### src/sv/xcv_pkg.sv
`timescale 1ns / 1ps
// ----------------------------------------------------------------------------
// xcv_pkg: shared types and constants of the XOR checksum line validator
// Item structs, byte classes, parser phases, error codes and the hex decoder.
// ----------------------------------------------------------------------------
package xcv_pkg;

  // Fixed field widths
  localparam int BYTE_W = 8;
  localparam int LEN_W  = 11;
  localparam int ERR_W  = 3;

  // Characters of interest
  localparam logic [BYTE_W-1:0] CH_DOLLAR = 8'h24;
  localparam logic [BYTE_W-1:0] CH_STAR   = 8'h2A;
  localparam logic [BYTE_W-1:0] CH_CR     = 8'h0D;
  localparam logic [BYTE_W-1:0] CH_LF     = 8'h0A;

  // Reset value of the payload buffer size register
  localparam logic [LEN_W-1:0] BUF_SIZE_RESET = 11'd128;

  // Queue between classifier and parser
  localparam int Q_DEPTH = 2;
  localparam int Q_AW    = 1;

  typedef struct packed {
    logic [BYTE_W-1:0] byte_value;
    logic              end_of_line;
  } in_item_t;

  typedef struct packed {
    logic              line_ok;
    logic [ERR_W-1:0]  error_kind;
    logic [BYTE_W-1:0] computed_checksum;
    logic [BYTE_W-1:0] received_checksum;
    logic [LEN_W-1:0]  payload_length;
  } out_item_t;

  // Classified byte as it travels through the queue
  typedef struct packed {
    logic [BYTE_W-1:0] byte_value;
    logic              last;
    logic              is_dollar;
    logic              is_star;
    logic              is_eol;
    logic              hex_ok;
    logic [3:0]        hex_digit;
  } cls_t;

  typedef enum logic [2:0] {
    PH_START   = 3'd0,
    PH_PAYLOAD = 3'd1,
    PH_HEX_HI  = 3'd2,
    PH_HEX_LO  = 3'd3,
    PH_TAIL    = 3'd4,
    PH_DONE    = 3'd5,
    PH_SKIP    = 3'd6
  } phase_t;

  typedef enum logic [ERR_W-1:0] {
    ERR_NONE      = 3'd0,
    ERR_NO_DOLLAR = 3'd1,
    ERR_NO_STAR   = 3'd2,
    ERR_EMPTY     = 3'd3,
    ERR_TOO_LONG  = 3'd4,
    ERR_BAD_HEX   = 3'd5,
    ERR_MISMATCH  = 3'd6
  } err_t;

  // Hex digit of either case: bit 4 set when valid, low nibble the value
  function automatic logic [4:0] hex_decode(input logic [BYTE_W-1:0] c);
    logic [4:0] r;
    r = 5'd0;
    if (c >= 8'h30 && c <= 8'h39) begin
      r = {1'b1, c[3:0]};
    end else if ((c >= 8'h41 && c <= 8'h46) || (c >= 8'h61 && c <= 8'h66)) begin
      r = {1'b1, c[3:0] + 4'd9};
    end
    return r;
  endfunction

endpackage

### src/sv/xcv_front.sv
`timescale 1ns / 1ps
// ----------------------------------------------------------------------------
// xcv_front: input acceptance and byte classification
// Takes an item when the queue has room and tags its byte class.
// ----------------------------------------------------------------------------
module xcv_front import xcv_pkg::*; (
  input  logic     in_valid,
  output logic     in_ready,
  input  in_item_t in_item,
  input  logic     q_full,
  output logic     q_push,
  output cls_t     q_data
);

  logic [4:0] hex;

  // Handshake: accept whenever the queue can take the item
  assign in_ready = !q_full;
  assign q_push   = in_valid && !q_full;

  // Classify the byte
  always_comb begin
    hex                = hex_decode(in_item.byte_value);
    q_data.byte_value  = in_item.byte_value;
    q_data.last        = in_item.end_of_line;
    q_data.is_dollar   = (in_item.byte_value == CH_DOLLAR);
    q_data.is_star     = (in_item.byte_value == CH_STAR);
    q_data.is_eol      = (in_item.byte_value == CH_CR) || (in_item.byte_value == CH_LF);
    q_data.hex_ok      = hex[4];
    q_data.hex_digit   = hex[3:0];
  end

endmodule

### src/sv/xcv_queue.sv
`timescale 1ns / 1ps
// ----------------------------------------------------------------------------
// xcv_queue: two-entry queue of classified bytes
// Decouples the classifier from the parser; push and pop can happen in the same cycle.
// ----------------------------------------------------------------------------
module xcv_queue import xcv_pkg::*; (
  input  logic clk,
  input  logic rst_n,
  input  logic push,
  input  cls_t push_data,
  output logic full,
  input  logic pop,
  output logic valid,
  output cls_t pop_data
);

  cls_t            entry_r [Q_DEPTH];
  logic [Q_AW-1:0] wr_ptr_r, wr_ptr_nxt;
  logic [Q_AW-1:0] rd_ptr_r, rd_ptr_nxt;
  logic [Q_AW:0]   count_r, count_nxt;

  assign full     = (count_r == (Q_AW+1)'(Q_DEPTH));
  assign valid    = (count_r != '0);
  assign pop_data = entry_r[rd_ptr_r];

  // Pointer and fill updates
  always_comb begin
    wr_ptr_nxt = push ? ((wr_ptr_r == Q_AW'(Q_DEPTH - 1)) ? '0 : wr_ptr_r + 1'b1) : wr_ptr_r;
    rd_ptr_nxt = pop  ? ((rd_ptr_r == Q_AW'(Q_DEPTH - 1)) ? '0 : rd_ptr_r + 1'b1) : rd_ptr_r;
    count_nxt  = count_r + (Q_AW+1)'(push) - (Q_AW+1)'(pop);
  end

  always_ff @(posedge clk) begin
    if (!rst_n) begin
      wr_ptr_r <= '0;
      rd_ptr_r <= '0;
      count_r  <= '0;
    end else begin
      wr_ptr_r <= wr_ptr_nxt;
      rd_ptr_r <= rd_ptr_nxt;
      count_r  <= count_nxt;
    end
  end

  // Storage
  always_ff @(posedge clk) begin
    if (push) begin
      entry_r[wr_ptr_r] <= push_data;
    end
  end

endmodule

### src/sv/xcv_back.sv
`timescale 1ns / 1ps
// ----------------------------------------------------------------------------
// xcv_back: sentence parser and result register
// Runs the framing state machine on each byte and issues a result per line.
// ----------------------------------------------------------------------------
module xcv_back import xcv_pkg::*; #(
  parameter int MAX_BUFFER_SIZE = 1024
) (
  input  logic             clk,
  input  logic             rst_n,
  input  logic [LEN_W-1:0] cfg_size,
  input  logic             q_valid,
  input  cls_t             q_data,
  output logic             q_pop,
  output logic             out_valid,
  input  logic             out_ready,
  output out_item_t        out_item
);

  localparam int LW = $clog2(MAX_BUFFER_SIZE + 1);
  localparam logic [LW-1:0] LEN_MAX = LW'(MAX_BUFFER_SIZE);

  phase_t            phase_r, phase_nxt;
  err_t              err_r, err_nxt;
  logic [BYTE_W-1:0] xor_r, xor_nxt;
  logic [LW-1:0]     len_r, len_nxt;
  logic [BYTE_W-1:0] hex_r, hex_nxt;
  logic [31:0]       limit;
  err_t              res_err;
  out_item_t         out_r;
  logic              out_valid_r;

  // Effective length limit
  assign limit = (32'(cfg_size) > 32'(MAX_BUFFER_SIZE)) ? 32'(MAX_BUFFER_SIZE)
                                                         : 32'(cfg_size);

  // A non-final byte never needs the result register
  assign q_pop = q_valid && (!q_data.last || !out_valid_r || out_ready);

  // Next phase and first error
  always_comb begin
    phase_nxt = phase_r;
    err_nxt   = err_r;
    unique case (phase_r)
      PH_START: begin
        if (q_data.is_dollar) begin
          phase_nxt = PH_PAYLOAD;
        end else begin
          phase_nxt = PH_SKIP;
          err_nxt   = ERR_NO_DOLLAR;
        end
      end
      PH_PAYLOAD: begin
        if (q_data.is_star) begin
          if (len_r == '0) begin
            phase_nxt = PH_SKIP;
            err_nxt   = ERR_EMPTY;
          end else if (32'(len_r) >= limit) begin
            phase_nxt = PH_SKIP;
            err_nxt   = ERR_TOO_LONG;
          end else begin
            phase_nxt = PH_HEX_HI;
          end
        end
      end
      PH_HEX_HI: begin
        if (q_data.hex_ok) begin
          phase_nxt = PH_HEX_LO;
        end else begin
          phase_nxt = PH_SKIP;
          err_nxt   = ERR_BAD_HEX;
        end
      end
      PH_HEX_LO: begin
        if (q_data.hex_ok) begin
          phase_nxt = PH_TAIL;
        end else begin
          phase_nxt = PH_SKIP;
          err_nxt   = ERR_BAD_HEX;
        end
      end
      PH_TAIL: begin
        if (q_data.is_eol) begin
          phase_nxt = PH_DONE;
        end else begin
          phase_nxt = PH_SKIP;
          err_nxt   = ERR_BAD_HEX;
        end
      end
      PH_DONE, PH_SKIP: begin
        phase_nxt = phase_r;
      end
      default: begin
        phase_nxt = phase_r;
      end
    endcase
  end

  // Checksum, length and hex accumulation
  always_comb begin
    xor_nxt = xor_r;
    len_nxt = len_r;
    hex_nxt = hex_r;
    if (phase_r == PH_PAYLOAD && !q_data.is_star) begin
      xor_nxt = xor_r ^ q_data.byte_value;
      if (len_r < LEN_MAX) begin
        len_nxt = len_r + 1'b1;
      end
    end
    if (phase_r == PH_HEX_HI && q_data.hex_ok) begin
      hex_nxt = {q_data.hex_digit, 4'h0};
    end
    if (phase_r == PH_HEX_LO && q_data.hex_ok) begin
      hex_nxt = hex_r | {4'h0, q_data.hex_digit};
    end
  end

  // Line verdict
  always_comb begin
    priority if (err_nxt != ERR_NONE) begin
      res_err = err_nxt;
    end else if (phase_nxt == PH_PAYLOAD) begin
      res_err = ERR_NO_STAR;
    end else if (phase_nxt == PH_TAIL || phase_nxt == PH_DONE) begin
      res_err = (hex_nxt == xor_nxt) ? ERR_NONE : ERR_MISMATCH;
    end else begin
      res_err = ERR_BAD_HEX;
    end
  end

  // Line state: cleared after the last byte of a line
  always_ff @(posedge clk) begin
    if (!rst_n) begin
      phase_r <= PH_START;
      err_r   <= ERR_NONE;
      xor_r   <= '0;
      len_r   <= '0;
      hex_r   <= '0;
    end else if (q_pop) begin
      if (q_data.last) begin
        phase_r <= PH_START;
        err_r   <= ERR_NONE;
        xor_r   <= '0;
        len_r   <= '0;
        hex_r   <= '0;
      end else begin
        phase_r <= phase_nxt;
        err_r   <= err_nxt;
        xor_r   <= xor_nxt;
        len_r   <= len_nxt;
        hex_r   <= hex_nxt;
      end
    end
  end

  // Result register
  always_ff @(posedge clk) begin
    if (!rst_n) begin
      out_valid_r <= 1'b0;
    end else if (q_pop && q_data.last) begin
      out_valid_r <= 1'b1;
    end else if (out_ready) begin
      out_valid_r <= 1'b0;
    end
  end

  always_ff @(posedge clk) begin
    if (q_pop && q_data.last) begin
      out_r.line_ok           <= (res_err == ERR_NONE);
      out_r.error_kind        <= res_err;
      out_r.computed_checksum <= xor_nxt;
      out_r.received_checksum <= (res_err == ERR_NONE || res_err == ERR_MISMATCH)
                                 ? hex_nxt : '0;
      out_r.payload_length    <= LEN_W'(len_nxt);
    end
  end

  assign out_valid = out_valid_r;
  assign out_item  = out_r;

  // Checks
  a_ok_matches_kind: assert property (@(posedge clk) disable iff (!rst_n)
    out_valid_r |-> (out_r.line_ok == (out_r.error_kind == ERR_NONE)))
    else $error("line_ok disagrees with error_kind");

  a_recv_only_when_parsed: assert property (@(posedge clk) disable iff (!rst_n)
    (out_valid_r && out_r.received_checksum != '0) |->
      (out_r.error_kind == ERR_NONE || out_r.error_kind == ERR_MISMATCH))
    else $error("received checksum reported for a line without hex digits");

  a_skip_has_error: assert property (@(posedge clk) disable iff (!rst_n)
    (phase_r == PH_SKIP) |-> (err_r != ERR_NONE))
    else $error("skipping a line without a latched error");

  a_start_is_clear: assert property (@(posedge clk) disable iff (!rst_n)
    (phase_r == PH_START) |-> (xor_r == '0 && len_r == '0 && err_r == ERR_NONE))
    else $error("line state not cleared at line start");

  a_stall_holds: assert property (@(posedge clk) disable iff (!rst_n)
    (out_valid_r && !out_ready) |=> (out_valid_r && $stable(out_r)))
    else $error("result changed while stalled");

endmodule

### src/sv/xor_checksum_line_validator.sv
`timescale 1ns / 1ps
// ----------------------------------------------------------------------------
// xor_checksum_line_validator: "$payload*HH" line checker
// Checks framing and the XOR checksum of a line fed one byte per item.
// ----------------------------------------------------------------------------
// Usage:
//   Input channel (in_valid/in_ready/in_item): one line byte per item, with
//   end_of_line set on the last byte. One result item per line comes out on
//   (out_valid/out_ready/out_item) after its last byte; other bytes give none.
//   cfg_we/cfg_wdata writes the payload buffer size (reset 128); write it only
//   while no line is in flight.
// Throughput: one byte per cycle unless a result waits on out_ready; the
//   parser pops one byte per cycle from the two-entry queue of the classifier.
// Result path: a line's last byte is written into the queue, then popped by
//   the parser as the result register loads; a held result delays the pop.
// Stall: while out_ready is low the result holds; non-final bytes keep
//   flowing, and the next line's last byte waits in the queue, so in_ready
//   drops only when the queue fills.
// Reset: rst_n (synchronous) empties the queue and result register, sets the
//   parser to expect '$' and restores the buffer size to 128.
// ----------------------------------------------------------------------------
module xor_checksum_line_validator import xcv_pkg::*; #(
  parameter int MAX_BUFFER_SIZE = 1024
) (
  input  logic             clk,
  input  logic             rst_n,
  input  logic             cfg_we,
  input  logic [LEN_W-1:0] cfg_wdata,
  input  logic             in_valid,
  output logic             in_ready,
  input  in_item_t         in_item,
  output logic             out_valid,
  input  logic             out_ready,
  output out_item_t        out_item
);

  logic [LEN_W-1:0] buf_size_r;
  logic             q_full;
  logic             q_push;
  cls_t             q_in;
  logic             q_pop;
  logic             q_valid;
  cls_t             q_out;

  // Payload buffer size register
  always_ff @(posedge clk) begin
    if (!rst_n) begin
      buf_size_r <= BUF_SIZE_RESET;
    end else if (cfg_we) begin
      buf_size_r <= cfg_wdata;
    end
  end

  xcv_front u_front (
    .in_valid (in_valid),
    .in_ready (in_ready),
    .in_item  (in_item),
    .q_full   (q_full),
    .q_push   (q_push),
    .q_data   (q_in)
  );

  xcv_queue u_queue (
    .clk       (clk),
    .rst_n     (rst_n),
    .push      (q_push),
    .push_data (q_in),
    .full      (q_full),
    .pop       (q_pop),
    .valid     (q_valid),
    .pop_data  (q_out)
  );

  xcv_back #(
    .MAX_BUFFER_SIZE (MAX_BUFFER_SIZE)
  ) u_back (
    .clk       (clk),
    .rst_n     (rst_n),
    .cfg_size  (buf_size_r),
    .q_valid   (q_valid),
    .q_data    (q_out),
    .q_pop     (q_pop),
    .out_valid (out_valid),
    .out_ready (out_ready),
    .out_item  (out_item)
  );

endmodule

### config.mk
export PLATFORM = sky130hd
export DESIGN_NAME = xor_checksum_line_validator
export DESIGN_NICKNAME = d
export VERILOG_FILES = /design/src/sv/xcv_pkg.sv /design/src/sv/xcv_front.sv /design/src/sv/xcv_queue.sv /design/src/sv/xcv_back.sv /design/src/sv/xor_checksum_line_validator.sv
export SDC_FILE = /design/constraint.sdc
export NUM_CORES = 1
export LEC_CHECK = 0
export BUFFER_PORTS_ARGS = -buffer_cell sky130_fd_sc_hd__buf_2
export CAP_MARGIN = 20
export CORE_MARGIN = 4
export CORE_UTILIZATION = 59
export DETAILED_ROUTE_END_ITERATION = 7
export PLACE_DENSITY = 0.8
export SLEW_MARGIN = 30
export SYNTH_ARGS = -nofsm -noshare
export SYNTH_HDL_FRONTEND = slang
export SYNTH_SLANG_ARGS = --single-unit
### constraint.sdc
create_clock -name clk -period 4.1 [get_ports clk]
set_input_delay 0.205 -clock clk [delete_from_list [all_inputs] [get_ports clk]]
set_output_delay 0.205 -clock clk [all_outputs]
set_load 0.005 [all_outputs]
# Yosys cells after proc, flatten, opt, wreduce, memory -nomap -nowiden
# Memory sizes are Yosys's and may differ from the RTL's. A register that Yosys moved wholly into a read port is not among the register bits.
# Index checks and enable logic that the tools add are counted.
[classes] add_sub_neg=6 order_cmp=9 eq_ne=14 n_mux=40 n_bitwise=2 reduce_logical=26
[ops] cell="$mux 3" count=17
[ops] cell="$mux 11" count=4
[ops] cell="$mux 8" count=5
[ops] cell="$ge 11x32->1" count=1
[ops] cell="$eq 8x4->1 const B" count=2
[ops] cell="$eq 8x6->1 const B" count=2
[ops] cell="$ge 8x7->1 const B" count=2
[ops] cell="$le 8x7->1 const B" count=2
[ops] cell="$pmux 3 s5" count=1
[ops] cell="$eq 3x3->1 const B" count=4
[ops] cell="$pmux 3 s4" count=1
[ops] cell="$add 11x1->11 const B" count=1
[ops] cell="$gt 11x11->1 const B" count=1
[ops] cell="$logic_not 11->1" count=1
[ops] cell="$lt 11x11->1 const B" count=1
[ops] cell="$mux 5" count=2
[ops] cell="$logic_and 1x1->1" count=9
[ops] cell="$eq 8x8->1" count=1
[ops] cell="$ge 8x6->1 const B" count=1
[ops] cell="$le 8x6->1 const B" count=1
[ops] cell="$mux 1" count=8
[ops] cell="$or 8x4->8" count=1
[ops] cell="$xor 8x8->8" count=1
[ops] cell="$eq 3x1->1 const B" count=2
[ops] cell="13 further kinds" count=26
[totals] regBits=80 mem_bits_rw=34 in_bits=25 out_inout_bits=33 word_cells=113 n_memories=1
[memory_table] name="u_queue.entry_r" depth=2 width=17 rd=1 rd_clocked_by_memory_dff=1 write_ports=1 line="xcv_queue.sv:17" text="cls_t entry_r [Q_DEPTH];"

# Logic depth before layout (Yosys ltp)
# Gate-level depths: netlist of the first run.
[depth] depth_word=14 mapped_depth=11 depth_no_buf=10

# Hierarchy
# Synthesis of the first run repeated with hierarchy kept, for this count alone.
[unflattened] hier_cells=512 hier_area_um2=5813.1
[modules_own_cells] mod="xcv_back" instances=1 cells_each=361 area_each_um2=3584.7 seq_area_each_um2=1611.5
[modules_own_cells] mod="xcv_queue" instances=1 cells_each=74 area_each_um2=1508.9 seq_area_each_um2=1121.1
[modules_own_cells] mod="xor_checksum_line_validator" instances=1 cells_each=35 area_each_um2=411.6 seq_area_each_um2=220.2
[modules_own_cells] mod="xcv_front" instances=1 cells_each=42 area_each_um2=307.8 seq_area_each_um2=0.0

# Worst setup path before layout of the first run
# Ideal clock, no wire load.
[synth_path] kind="reg2reg" start="reg with a tool-made name" end="reg u_back.out_r, in the netlist u_back.out_item[0] (enable)" setup_ps=419 arrival_time_ps=2916 required_time_ps=3681 slack_ps=765 path_stages_with_launch=7 n_path_buf=3 period_less_slack_ps=3335 cell_sequence="dfxtp_1 > buf_6 > buf_2 > mux2i_2 > o22ai_1 > clkbuf_1 > nor2_1"
[synth_lines] item="end: declaration" line="xcv_back.sv:30" text="out_item_t out_r;"

# Worst setup path in the final report of the first run
[layout_path] start="reg buf_size_r[10]" end="reg u_back.out_r, in the netlist u_back.out_item[18] (data pin)"
[layout_via] elab_chain_len=14 word_cells_on_any_way=22 classes_between="2 x order compare; 4 x eq/ne; 12 x mux; 4 x reduce/logical"
[layout_lines] item="start: declaration" line="xor_checksum_line_validator.sv:37" text="logic [LEN_W-1:0] buf_size_r;"
[layout_lines] item="start signal: assignment" line="xor_checksum_line_validator.sv:50" text="buf_size_r <= cfg_wdata;"
[layout_lines] item="$gt 11x11->1" line="xcv_back.sv:34" text="assign limit = (32'(cfg_size) > 32'(MAX_BUFFER_SIZE)) ? 32'(MAX_BUFFER_SIZE)"
[layout_lines] item="$mux 11 (*)" line="xcv_back.sv:34"
[layout_lines] item="$ge 11x32->1 (*)" line="xcv_back.sv:58" text="end else if (32'(len_r) >= limit) begin"
[layout_lines] item="$mux 3" line="xcv_back.sv:58"
[layout_lines] item="$mux 3" line="xcv_back.sv:55" text="if (len_r == '0) begin"
[layout_lines] item="$mux 3" line="xcv_back.sv:54" text="if (q_data.is_star) begin"
[layout_lines] item="$pmux 3 s5" line="xcv_back.sv:44" text="unique case (phase_r)"
[layout_lines] item="$eq 3x3->1" line="xcv_back.sv:124" text="end else if (phase_nxt == PH_TAIL || phase_nxt == PH_DONE) begin"
[layout_lines] item="$logic_or 1x1->1" line="xcv_back.sv:124"
[layout_lines] item="$mux 3" line="xcv_back.sv:124"
[layout_lines] item="$mux 3" line="xcv_back.sv:122" text="end else if (phase_nxt == PH_PAYLOAD) begin"
[layout_lines] item="$mux 3 (*)" line="xcv_back.sv:120" text="priority if (err_nxt != ERR_NONE) begin"
[layout_lines] item="$eq 3x3->1 or $logic_not 3->1 (tied branches)" line="xcv_back.sv:172" text="out_r.received_checksum <= (res_err == ERR_NONE || res_err == ERR_MISMATCH)"
[layout_lines] item="$logic_or 1x1->1 (*)" line="xcv_back.sv:172"
# Mark *: on every way between the ends. The rest lies on a longest branch, timed or not.
# A chain may end at the register's enable or synchronous reset.

==> results.ini, run 1 <==
[run_status]
status=completed

[clock_tree]
cts_buffer_depth=2
numClockSinks=115
ctsResizeCount=0
cts_tree=yes
clk_pin_slew_ns=0.06
clk_latency_ns=0.52
cts_setup_buffers=0
htree_levels=4
cts_root_buffer=clkbuf_8
cts_made_buffers=17

[global_route]
antenna_found_initial=0
track_usage_pct=24.5
grt.busiest_layer=met2
grt_util_met1_pct=34.4
grt_use_met2_pct=36.0
grt_use_met3_pct=5.42
grt_pass1_wl_um=22000
grt_overflow=0
grt_start_max_net_pins=51
grt_pass1_vias=4388

[die]
io_pins=58
fp.dieH_um=107
die_area_mm2=0.0115
rows=35
core-area_mm2=0.00942
die_w_um=107
initial_utilization_pct=61.7

[min_path]
hp-start=in_item[3]
hold_class=in2reg

[synth]
syn_avg_cell_area_um2=10.8
synth_cell_types=71
async_reset_ff_share_pct=0
netlist_instances=539
synth-seq-cells=115
yosys.area.top_type=edfxtp_1
synth.top_cell.area_share_pct=33.6
synthesis.nets=584
synth.top_cells.by_count=edfxtp_1 (65), dfxtp_1 (50), nand2_1 (43)
synth_edf_count=65
synth.area.top_cells=edfxtp_1 (34%), dfxtp_1 (17%), ha_1 (4.3%)
yosys_warnings=0
synthFlopType=edfxtp_1
syn_area_mm2=0.00581
synth_most_common_cell=edfxtp_1
ys_seq_area_share_pct=50.8

[sta]
hold_viol=0
finalCritPeriodShare_pct=76.5
fin_worst_skew_ns=0.0122
grt_setup_unrepaired=no
max_freq_mhz=319
worst_pin_slew_ns=0.784
setup_viol=0
drv_slew=0
setup_slack_ns=0.962
max-slew-margin-rel_pct=47.7
fin_setup_tns_ns=0
post-route-min-period_ns=3.14
hold_slack_ns=0.0259

[placed_design]
port_buffers=57
placed_cell_area_mm2=0.00619
dpl.cell_count=707
place_ws_ns=1.07
finalWeightedCongestion=0.866
hpwl_um=8860

[job]
max_cap_viol_count=0

[route]
wire_per_inst_um=17.7
wirelength_um=13400
first_iter_violations=290
postRouteAntennaNets=0
routed-via-count=4638
drt-pass1-iter-count=5
drcViolationCount=0
viasPerCell=6.12

[final_layout]
multi_input_area_mm2=0.00269
final_layout_size_suffix_gt1_share_pct=18.0
seqCellArea_mm2=0.00295
fillers=644
num_antenna_cells=0
instances_no_fill=758
post-route-util_pct=74.0
nets=661
fin_area_mm2=0.00697
area_delta_synth_final_pct=19.9

[power]
p_per_area_mw_per_mm2=630
leakagePower_nw=2.65
power_mw=4.39
vdd_drop_max_mv=0.541

[setup_path]
cp_num_buf_inv=1
worst-path-max-fanout=10
crit_type=reg2reg
cp_top_family=simple AND/OR/NAND/NOR gates
critPathSlowestCell=or4_1
cp_cell_sequence=clkinv_1 > nand2_1 > ha_1 > a31oi_1 > nor2b_1 > o2111a_1 > or4_1 > and2_1 > mux2i_2 > nor4_1
startpoint_type=register
crit_required_ns=4.34
crit_start=buf_size_r[10]
critPathMaxStageDelay_ns=0.56
cp-end-kind=register
r2r_start=buf_size_r[10]
arrival_ns=3.37

-- cells by family after synthesis --
kind of cell,count (synthesis),synth area share (%)
simple gates,205,20.1
buf+inv,39,3.06
xor+xnor,12,1.81
mux,33,6.07
flops,115,50.8
fa+ha+maj,20,4.31
compound gates,115,13.8
-- state kept, by name, summed over array words and instances, names as in the netlist, 2 cells and up, named ones only --
signal           count
buf_size_r          11
u_back.err_r         3
u_back.hex_r         8
u_back.len_r        11
u_back.out_item     31
u_back.phase_r       3
u_back.xor_r         8
u_queue.count_r      2
u_queue.entry_r     34
-- cell usage in the layout (no fill, tap or decap), drive strengths merged, types with 6 or more instances in the layout --
cell type / n
or2: 8
a21oi: 21
a22oi: 18
o31a: 7
or4: 9
clkbuf: 19
o22ai: 10
nor4: 18
edfxtp: 65
and2: 16
nor2b: 36
inv: 14
o31ai: 7
buf: 64
nor3: 9
nand3: 9
mux2: 9
dlygate4sd3: 19
nand2: 43
and3: 6
nor2: 24
mux2i: 24
o21ai: 13
a31oi: 6
ha: 20
nand4: 7
dfxtp: 50
xnor2: 11
clkinv: 7
-- final cells by class --
class / instances / area share, %
Multi-Input combinational cell: 385 / 38.6
Sequential cell: 115 / 42.4
Clock inverter: 13 / 2.30
Inverter: 14 / 0.754
Clock buffer: 19 / 6.05
Tap cell: 129 / 2.32
Timing Repair Buffer: 83 / 7.58
-- path summary, 6_finish.rpt --
| path | end | slack (ns) | cells past startpoint |
|---|---|---|---|
| max | u_back.out_item[18] | 0.96 | 10 |
| min | u_queue.entry_r[0][11] | 0.03 | 1 |
| max reg2reg | u_back.out_item[18] | 0.96 | 10 |
| min reg2reg | u_back.hex_r[0] | 0.47 | 2 |
-- timing repair --
action,in CTS,in global routing
endpoints found under the setup margin,0,0
hold buffers,19,0
hold endpoints to repair,27,0
-- power by group --
part | internal [mW] | switching [mW] | leakage (nW)
sequential | 1.46 | 0.0997 | 1.02
combinational | 0.519 | 0.862 | 1.36
clock | 0.923 | 0.525 | 0.273
-- metal layers --
layer | share of wire [%] | vias up
met5 | 0 | -
met2 | 46 | 207
met3 | 6.8 | 42
met4 | 2.9 | 0
li1 | - | 2198
met1 | 45 | 2191
(Power assumes the default switching activity.)
==> inputs of run 2 (changes only) <==
--- a/config.mk
+++ b/config.mk
@@ -8,9 +8,9 @@
 export BUFFER_PORTS_ARGS = -buffer_cell sky130_fd_sc_hd__buf_2
 export CAP_MARGIN = 20
 export CORE_MARGIN = 4
-export CORE_UTILIZATION = 59
+export CORE_UTILIZATION = 53
 export DETAILED_ROUTE_END_ITERATION = 7
-export PLACE_DENSITY = 0.8
+export PLACE_DENSITY = 0.76
 export SLEW_MARGIN = 30
 export SYNTH_ARGS = -nofsm -noshare
 export SYNTH_HDL_FRONTEND = slang
==> constraint.sdc (replaced) <==
create_clock -name clk -period 2.7 [get_ports clk]
set_input_delay 0.135 -clock clk [delete_from_list [all_inputs] [get_ports clk]]
set_output_delay 0.135 -clock clk [all_outputs]
set_load 0.005 [all_outputs]
==> run 2 against run 1 <==
Compared with the run above: the flow now finishes with violations (setup timing); sequential share of layout area is 3.3 points lower; register-to-register slack lost 0.96 ns; core utilization down 2.0 points; die area is 10% higher; via count increased by 6.3%; setup slack got worse by 0.96 ns; fmax increased by 16%; clock skew decreased by 0.0044 ns; non-clock buffer count rose by 46; combinational power is 90% higher; count of clock-buffer cells in the layout stayed put; critical endpoint is now u_back.out_item[14]; largest cell class unchanged.
==> results.ini, run 2 (synthesized netlist as in run 1, its figures left out) <==
[run_status]
status=complete, but fails checks
violations=setup timing

[die]
core-area_mm2=0.0105  ; +12%
rows=37  ; +5.7%
io_pins=58  ; unchanged
die_w_um=113  ; +5.1%
fp.dieH_um=113  ; +5.1%
initial_utilization_pct=55.3  ; -6.4 points
die_area_mm2=0.0127  ; +10%

[sta]
max_freq_mhz=370  ; +16%
drv_slew=0  ; unchanged
max-slew-margin-rel_pct=46.1  ; -1.6 points
fin_setup_tns_ns=-0.00341  ; -0.00341 ns
finalCritPeriodShare_pct=100  ; +24 points
hold_slack_ns=0.0688  ; +0.0430 ns
fin_worst_skew_ns=0.00777  ; -0.00438 ns
setup_viol=2  ; +2
hold_viol=0  ; unchanged
setup_slack_ns=-0.00252  ; -0.965 ns
worst_pin_slew_ns=0.808  ; +0.0241 ns
post-route-min-period_ns=2.70  ; -0.435 ns

[clock_tree]
htree_levels=4  ; unchanged
cts_made_buffers=17  ; unchanged
cts_buffer_depth=2  ; unchanged
cts_tree=yes
clk_latency_ns=0.51  ; about the same
numClockSinks=115  ; unchanged
cts_root_buffer=clkbuf_8
cts_setup_buffers=0  ; unchanged
clk_pin_slew_ns=0.06  ; about the same

[global_route]
grt_pass1_wl_um=23100  ; +5.2%
grt_overflow=0  ; unchanged
antenna_found_initial=0  ; unchanged
track_usage_pct=22.7  ; -1.7 points
grt_start_max_net_pins=51  ; unchanged
grt_pass1_vias=4701  ; +7.1%

[route]
wirelength_um=15000  ; +11%
drt-pass1-iter-count=5  ; unchanged
viasPerCell=6.06  ; -0.90%
postRouteAntennaNets=0  ; unchanged
routed-via-count=4930  ; +6.3%
drcViolationCount=0  ; unchanged
first_iter_violations=305  ; +5.2%
wire_per_inst_um=18.4  ; +3.9%

[min_path]
hold_class=in2reg

[final_layout]
fillers=724  ; +12%
num_antenna_cells=0  ; unchanged
area_delta_synth_final_pct=30.1
largest_register_ff_count=34  ; unchanged
nets=709  ; +7.3%
final_cell_mix=edfxtp_1 (65), buf_2 (57), buf_4 (48)
top_register=u_queue.entry_r
final_common_cell=edfxtp_1
final_layout_size_suffix_gt1_share_pct=28.5  ; +11 points

[setup_path]
crit_type=reg2reg
arrival_ns=2.95  ; -0.42 ns
startpoint_type=register
crit_required_ns=2.94  ; -1.40 ns
worst-path-max-fanout=8  ; -2
cp-end-kind=register

[power]
leakagePower_nw=2.92  ; +9.8%
p_per_area_mw_per_mm2=936  ; +49%
vdd_drop_max_mv=0.831  ; +54%

[placed_design]
port_buffers=57  ; unchanged
hpwl_um=9410  ; +6.2%
finalWeightedCongestion=0.931  ; +7.6%

[job]
max_cap_viol_count=0  ; unchanged

-- run 2: cell types whose count changed in the layout (fill, tap and decap cells not counted), sizes merged --
cell         delta
buf            +45
clkinvlp        -1
clkinv          +2
dlygate4sd3     +1
or3b            +1
-- run 2: area by class of cell --
| cell class | instances | area (um2) | area share [%] |
|---|---|---|---|
| Clock buffer | 19 | 422 | 5.58 |
| Clock inverter | 13 | 141 | 1.87 |
| Inverter | 14 | 53.8 | 0.712 |
| Multi-Input combinational cell | 386 | 2920 | 38.6 |
| Sequential cell | 115 | 2960 | 39.1 |
| Tap cell | 136 | 170 | 2.25 |
| Timing Repair Buffer | 129 | 891 | 11.8 |
| Timing Repair inverter | 1 | 6.26 | 0.0827 |
-- run 2: path summary, 6_finish.rpt --
path	from	endpoint	slack (ns)	cells past startpoint
worst max register to register	buf_size_r[10]	u_back.out_item[14]	-0.003	11
worst min-delay path	in_valid	u_queue.wr_ptr_r	0.07	4
worst min register to register	u_back.hex_r[2]	u_back.hex_r[2]	0.47	2
worst max-delay path	buf_size_r[10]	u_back.out_item[14]	-0.003	11
-- run 2: metrics by stage --
stage	instance area [um2]	instances	utilization [%]	total power [mW]	setup slack, ns
4_1_cts	7330	812	69.8	6.89	0.00789
2_1_floorplan	5820	539	-	3.86	0.0646
5_1_grt	7560	813	71.9	7.43	-0.0735
3_3_place_gp	6550	759	62.3	4.63	-0.0601
3_5_place_dp	6550	759	62.3	4.71	-0.119
6_report	7560	813	71.9	7.07	-0.00252
-- run 2: what timing repair did --
item	in CTS	in global routing
endpoints found under the setup margin	12	12
resized for setup	7	38
gates cloned	1	1
endpoints found under the hold margin	29	0
hold buffers	20	0
pin swaps	0	12
-- run 2: routing by layer --
metal	global-route usage, %	share of wire [%]
met5	0	0
met4	7.69	1.6
met3	5.56	7.7
met2	36.8	49
met1	30.0	42
-- run 2: report_power, final --
| group | total, mW | internal (mW) | switching (mW) |
|---|---|---|---|
| logic | 2.62 | 1.07 | 1.56 |
| registers | 2.32 | 2.22 | 0.105 |
| clock network | 2.13 | 1.38 | 0.746 |
-- run 2: worst max-delay path, stage by stage (launching register included) --
cell	delay [ns]
dfxtp_4	0.36
clkinv_2	0.08
nand2_1	0.07
ha_1	0.30
a21oi_1	0.17
a21oi_1	0.10
o2111a_1	0.28
or4_4	0.50
and2_4	0.18
mux2i_2	0.16
buf_6	0.17
nor4_1	0.06
==> inputs of run 3 (changes only) <==
--- a/config.mk
+++ b/config.mk
@@ -5,7 +5,7 @@
 export SDC_FILE = /design/constraint.sdc
 export NUM_CORES = 1
 export LEC_CHECK = 0
-export BUFFER_PORTS_ARGS = -buffer_cell sky130_fd_sc_hd__buf_2
+export BUFFER_PORTS_ARGS = -buffer_cell sky130_fd_sc_hd__clkbuf_2
 export CAP_MARGIN = 20
 export CORE_MARGIN = 4
 export CORE_UTILIZATION = 53
==> run 3 against run 2 <==
Compared with the run above: the run now ends clean; critical path type unchanged; clock skew is essentially flat; first-iteration DRC count grew 28%; hold slack got worse by 0.039 ns; register-to-register slack improved by 0.07 ns; sequential share of layout area rose by 0.060 points; core utilization barely moved; setup slack improved by 0.067 ns; fmax grew 2.5%; critical path depth unchanged; clock power up 4%; largest power group unchanged; count of clock-buffer cells in the layout unchanged; non-clock buffer count rose by 3.
==> results.ini, run 3 (synthesized netlist as in run 1, its figures left out) <==
[setup_path]
critPathSlowestCell=or4_4
arrival_ns=2.91  ; -0.04 ns
worst-path-max-fanout=8  ; unchanged
crit_required_ns=2.97  ; +0.03 ns
critPathMaxStageDelay_ns=0.53  ; +0.03 ns
worst_r2r_path_depth=11  ; unchanged
cp_cell_sequence=clkinv_4 > nand2_1 > ha_1 > a22oi_2 > o211ai_1 > and3_4 > or4_4 > and2_4 > mux2i_2 > buf_6 > nor4_1
r2r_slack_ns=0.06  ; +0.07 ns
reg2reg_to=u_back.out_item[13]
startpoint_type=register
cp-end-kind=register
crit_type=reg2reg
r2r_start=buf_size_r[10]

[route]
wire_per_inst_um=17.8  ; -3.4%
first_iter_violations=390  ; +28%
routed-via-count=4823  ; -2.2%
wirelength_um=14500  ; -3.0%
viasPerCell=5.90  ; -2.6%
postRouteAntennaNets=0  ; unchanged
drt-pass1-iter-count=5  ; unchanged
drcViolationCount=0  ; unchanged

[power]
vdd_drop_max_mv=0.653  ; -21%
power_mw=7.20  ; +1.7%
intPower_mw=4.76  ; +2.1%
leakagePower_nw=2.95  ; +1.0%
p_comb_share_pct=36.7  ; -0.4 points
seqPwrFrac_pct=32.6  ; -0.2 points
p_sw_share_pct=33.8  ; -0.23 points
p_per_area_mw_per_mm2=951  ; +1.7%
switching_power_mw=2.43  ; +1.0%
clkPwrFrac_pct=30.7  ; +0.6 points

[final_layout]
final_common_cell=edfxtp_1
top_register=u_queue.entry_r
final_layout_size_suffix_gt1_share_pct=28.8  ; +0.27 points
num_antenna_cells=0  ; unchanged
post-route-util_pct=72.0  ; about the same
largest_register_ff_count=34  ; unchanged
nets=713  ; +0.56%
area_delta_synth_final_pct=30.1  ; about the same
fin_area_mm2=0.00756  ; about the same
final_cell_mix=edfxtp_1 (65), clkbuf_2 (57), buf_4 (51)
instances_no_fill=817  ; +0.49%

[die]
initial_utilization_pct=55.3  ; unchanged
die_area_mm2=0.0127  ; unchanged
rows=37  ; unchanged
io_pins=58  ; unchanged
core-area_mm2=0.0105  ; unchanged
fp.dieH_um=113  ; unchanged
die_w_um=113  ; unchanged

[placed_design]
hpwl_um=9270  ; -1.5%
placed_cell_area_mm2=0.00657  ; +0.31%
port_buffers=57  ; unchanged
finalWeightedCongestion=0.906  ; -2.7%
dpl.cell_count=760  ; +0.13%

[sta]
max-slew-margin-rel_pct=36.9  ; -9.2 points
drv_slew=0  ; unchanged
finalCritPeriodShare_pct=97.6  ; -2.5 points
max_freq_mhz=379  ; +2.5%
fin_worst_skew_ns=0.00799  ; +0.000220 ns
hold_viol=0  ; unchanged
worst_pin_slew_ns=0.947  ; +0.139 ns
setup_viol=0  ; -2
post-route-min-period_ns=2.64  ; -0.0672 ns

[run_status]
status=completed

[clock_tree]
cts_tree=yes
cts_root_buffer=clkbuf_8
clk_latency_ns=0.53  ; +0.02 ns
htree_levels=4  ; unchanged
cts_made_buffers=17  ; unchanged
clk_pin_slew_ns=0.05  ; about the same
numClockSinks=115  ; unchanged
cts_buffer_depth=2  ; unchanged

[global_route]
antenna_found_initial=0  ; unchanged
grt_overflow=0  ; unchanged
track_usage_pct=22.8  ; about the same
grt_pass1_wl_um=22700  ; -1.6%
grt_pass1_vias=4589  ; -2.4%
grt_start_max_net_pins=51  ; unchanged

[job]
max_cap_viol_count=0  ; unchanged

[min_path]
hold_class=in2reg
holdPathStages=4  ; unchanged
hp-start=in_valid
holdPathEnd=u_queue.wr_ptr_r

==> run 3: cell count changes in the layout (fill, tap and decap cells not counted), sizes merged <==
cell / delta
buf: -54
clkinvlp: +3
inv: -1
clkinv: -2
clkbuf: +57
mux2: +1
==> run 3: through the flow <==
step	hold slack, ns	worst slack [ns]	setup TNS [ns]
final	0.0294	0.0646	0
after CTS	0.00579	0.00755	0
after floorplan	0.234	0.0646	0
after global placement	0.328	-0.0581	-0.446
after detailed placement	0.329	-0.107	-1.02
after global routing	0.0337	-0.0410	-0.243
==> run 3: area by class of cell <==
class	count	area, um2
well taps	136	170
fillers	751	2950
repair buffers	132	922
multi-input cells	387	2840
repair inverters	1	5.00
clock inverters	13	159
inverters	14	57.6
flip-flops and latches	115	2960
clock buffers	19	442
==> run 3: power groups by stage <==
stage	clock, mW	sequential (mW)	combinational (mW)
floorplan	0	2.36	1.51
global placement	0	2.33	2.32
detailed placement	0	2.35	2.37
CTS	2.25	2.32	2.41
global route	2.34	2.37	2.87
finish	2.21	2.35	2.64
==> run 3: critical path: cells and delay by family (launching register included) <==
family	cells	cell delay [ns]
AOI/OAI and AO/OA	2	0.29
buffers and inverters	2	0.23
DFF	1	0.36
adders and majority gates	1	0.33
muxes	1	0.16
and+or+nand+nor	5	1.00
==> run 3: metal layers <==
| layer | GRT usage (%) | up-vias | routed length (um) |
|---|---|---|---|
| met5 | 0 | - | 0 |
| met4 | 10.6 | 0 | 340 |
| met3 | 6.63 | 30 | 1140 |
| met2 | 33.6 | 223 | 6730 |
| met1 | 31.0 | 2264 | 6320 |
| li1 | - | 2306 | - |
==> run 3: worst max-delay path by stage <==
| stage | startpoint | slack, ns | to | cells past startpoint |
|---|---|---|---|---|
| final | buf_size_r[10] | 0.06 | u_back.out_item[13] | 11 |
| after global routing | buf_size_r[10] | -0.04 | u_back.out_item[13] | 11 |
| after CTS | buf_size_r[10] | 0.008 | u_back.out_item[13] | 11 |
| after detailed placement | buf_size_r[10] | -0.11 | u_back.out_item[15] | 11 |
| after global placement | buf_size_r[10] | -0.06 | u_back.out_item[17] | 11 |
| after floorplan | buf_size_r[10] | 0.06 | u_back.out_item[11] | 10 |
==> run 3: what timing repair did <==
item	in CTS	in global routing
hold buffers	20	0
setup endpoints to repair	13	13
resized for setup	2	37
buffers inserted	0	2
pin swaps	0	12
cloned	0	3
hold endpoints to repair	31	0
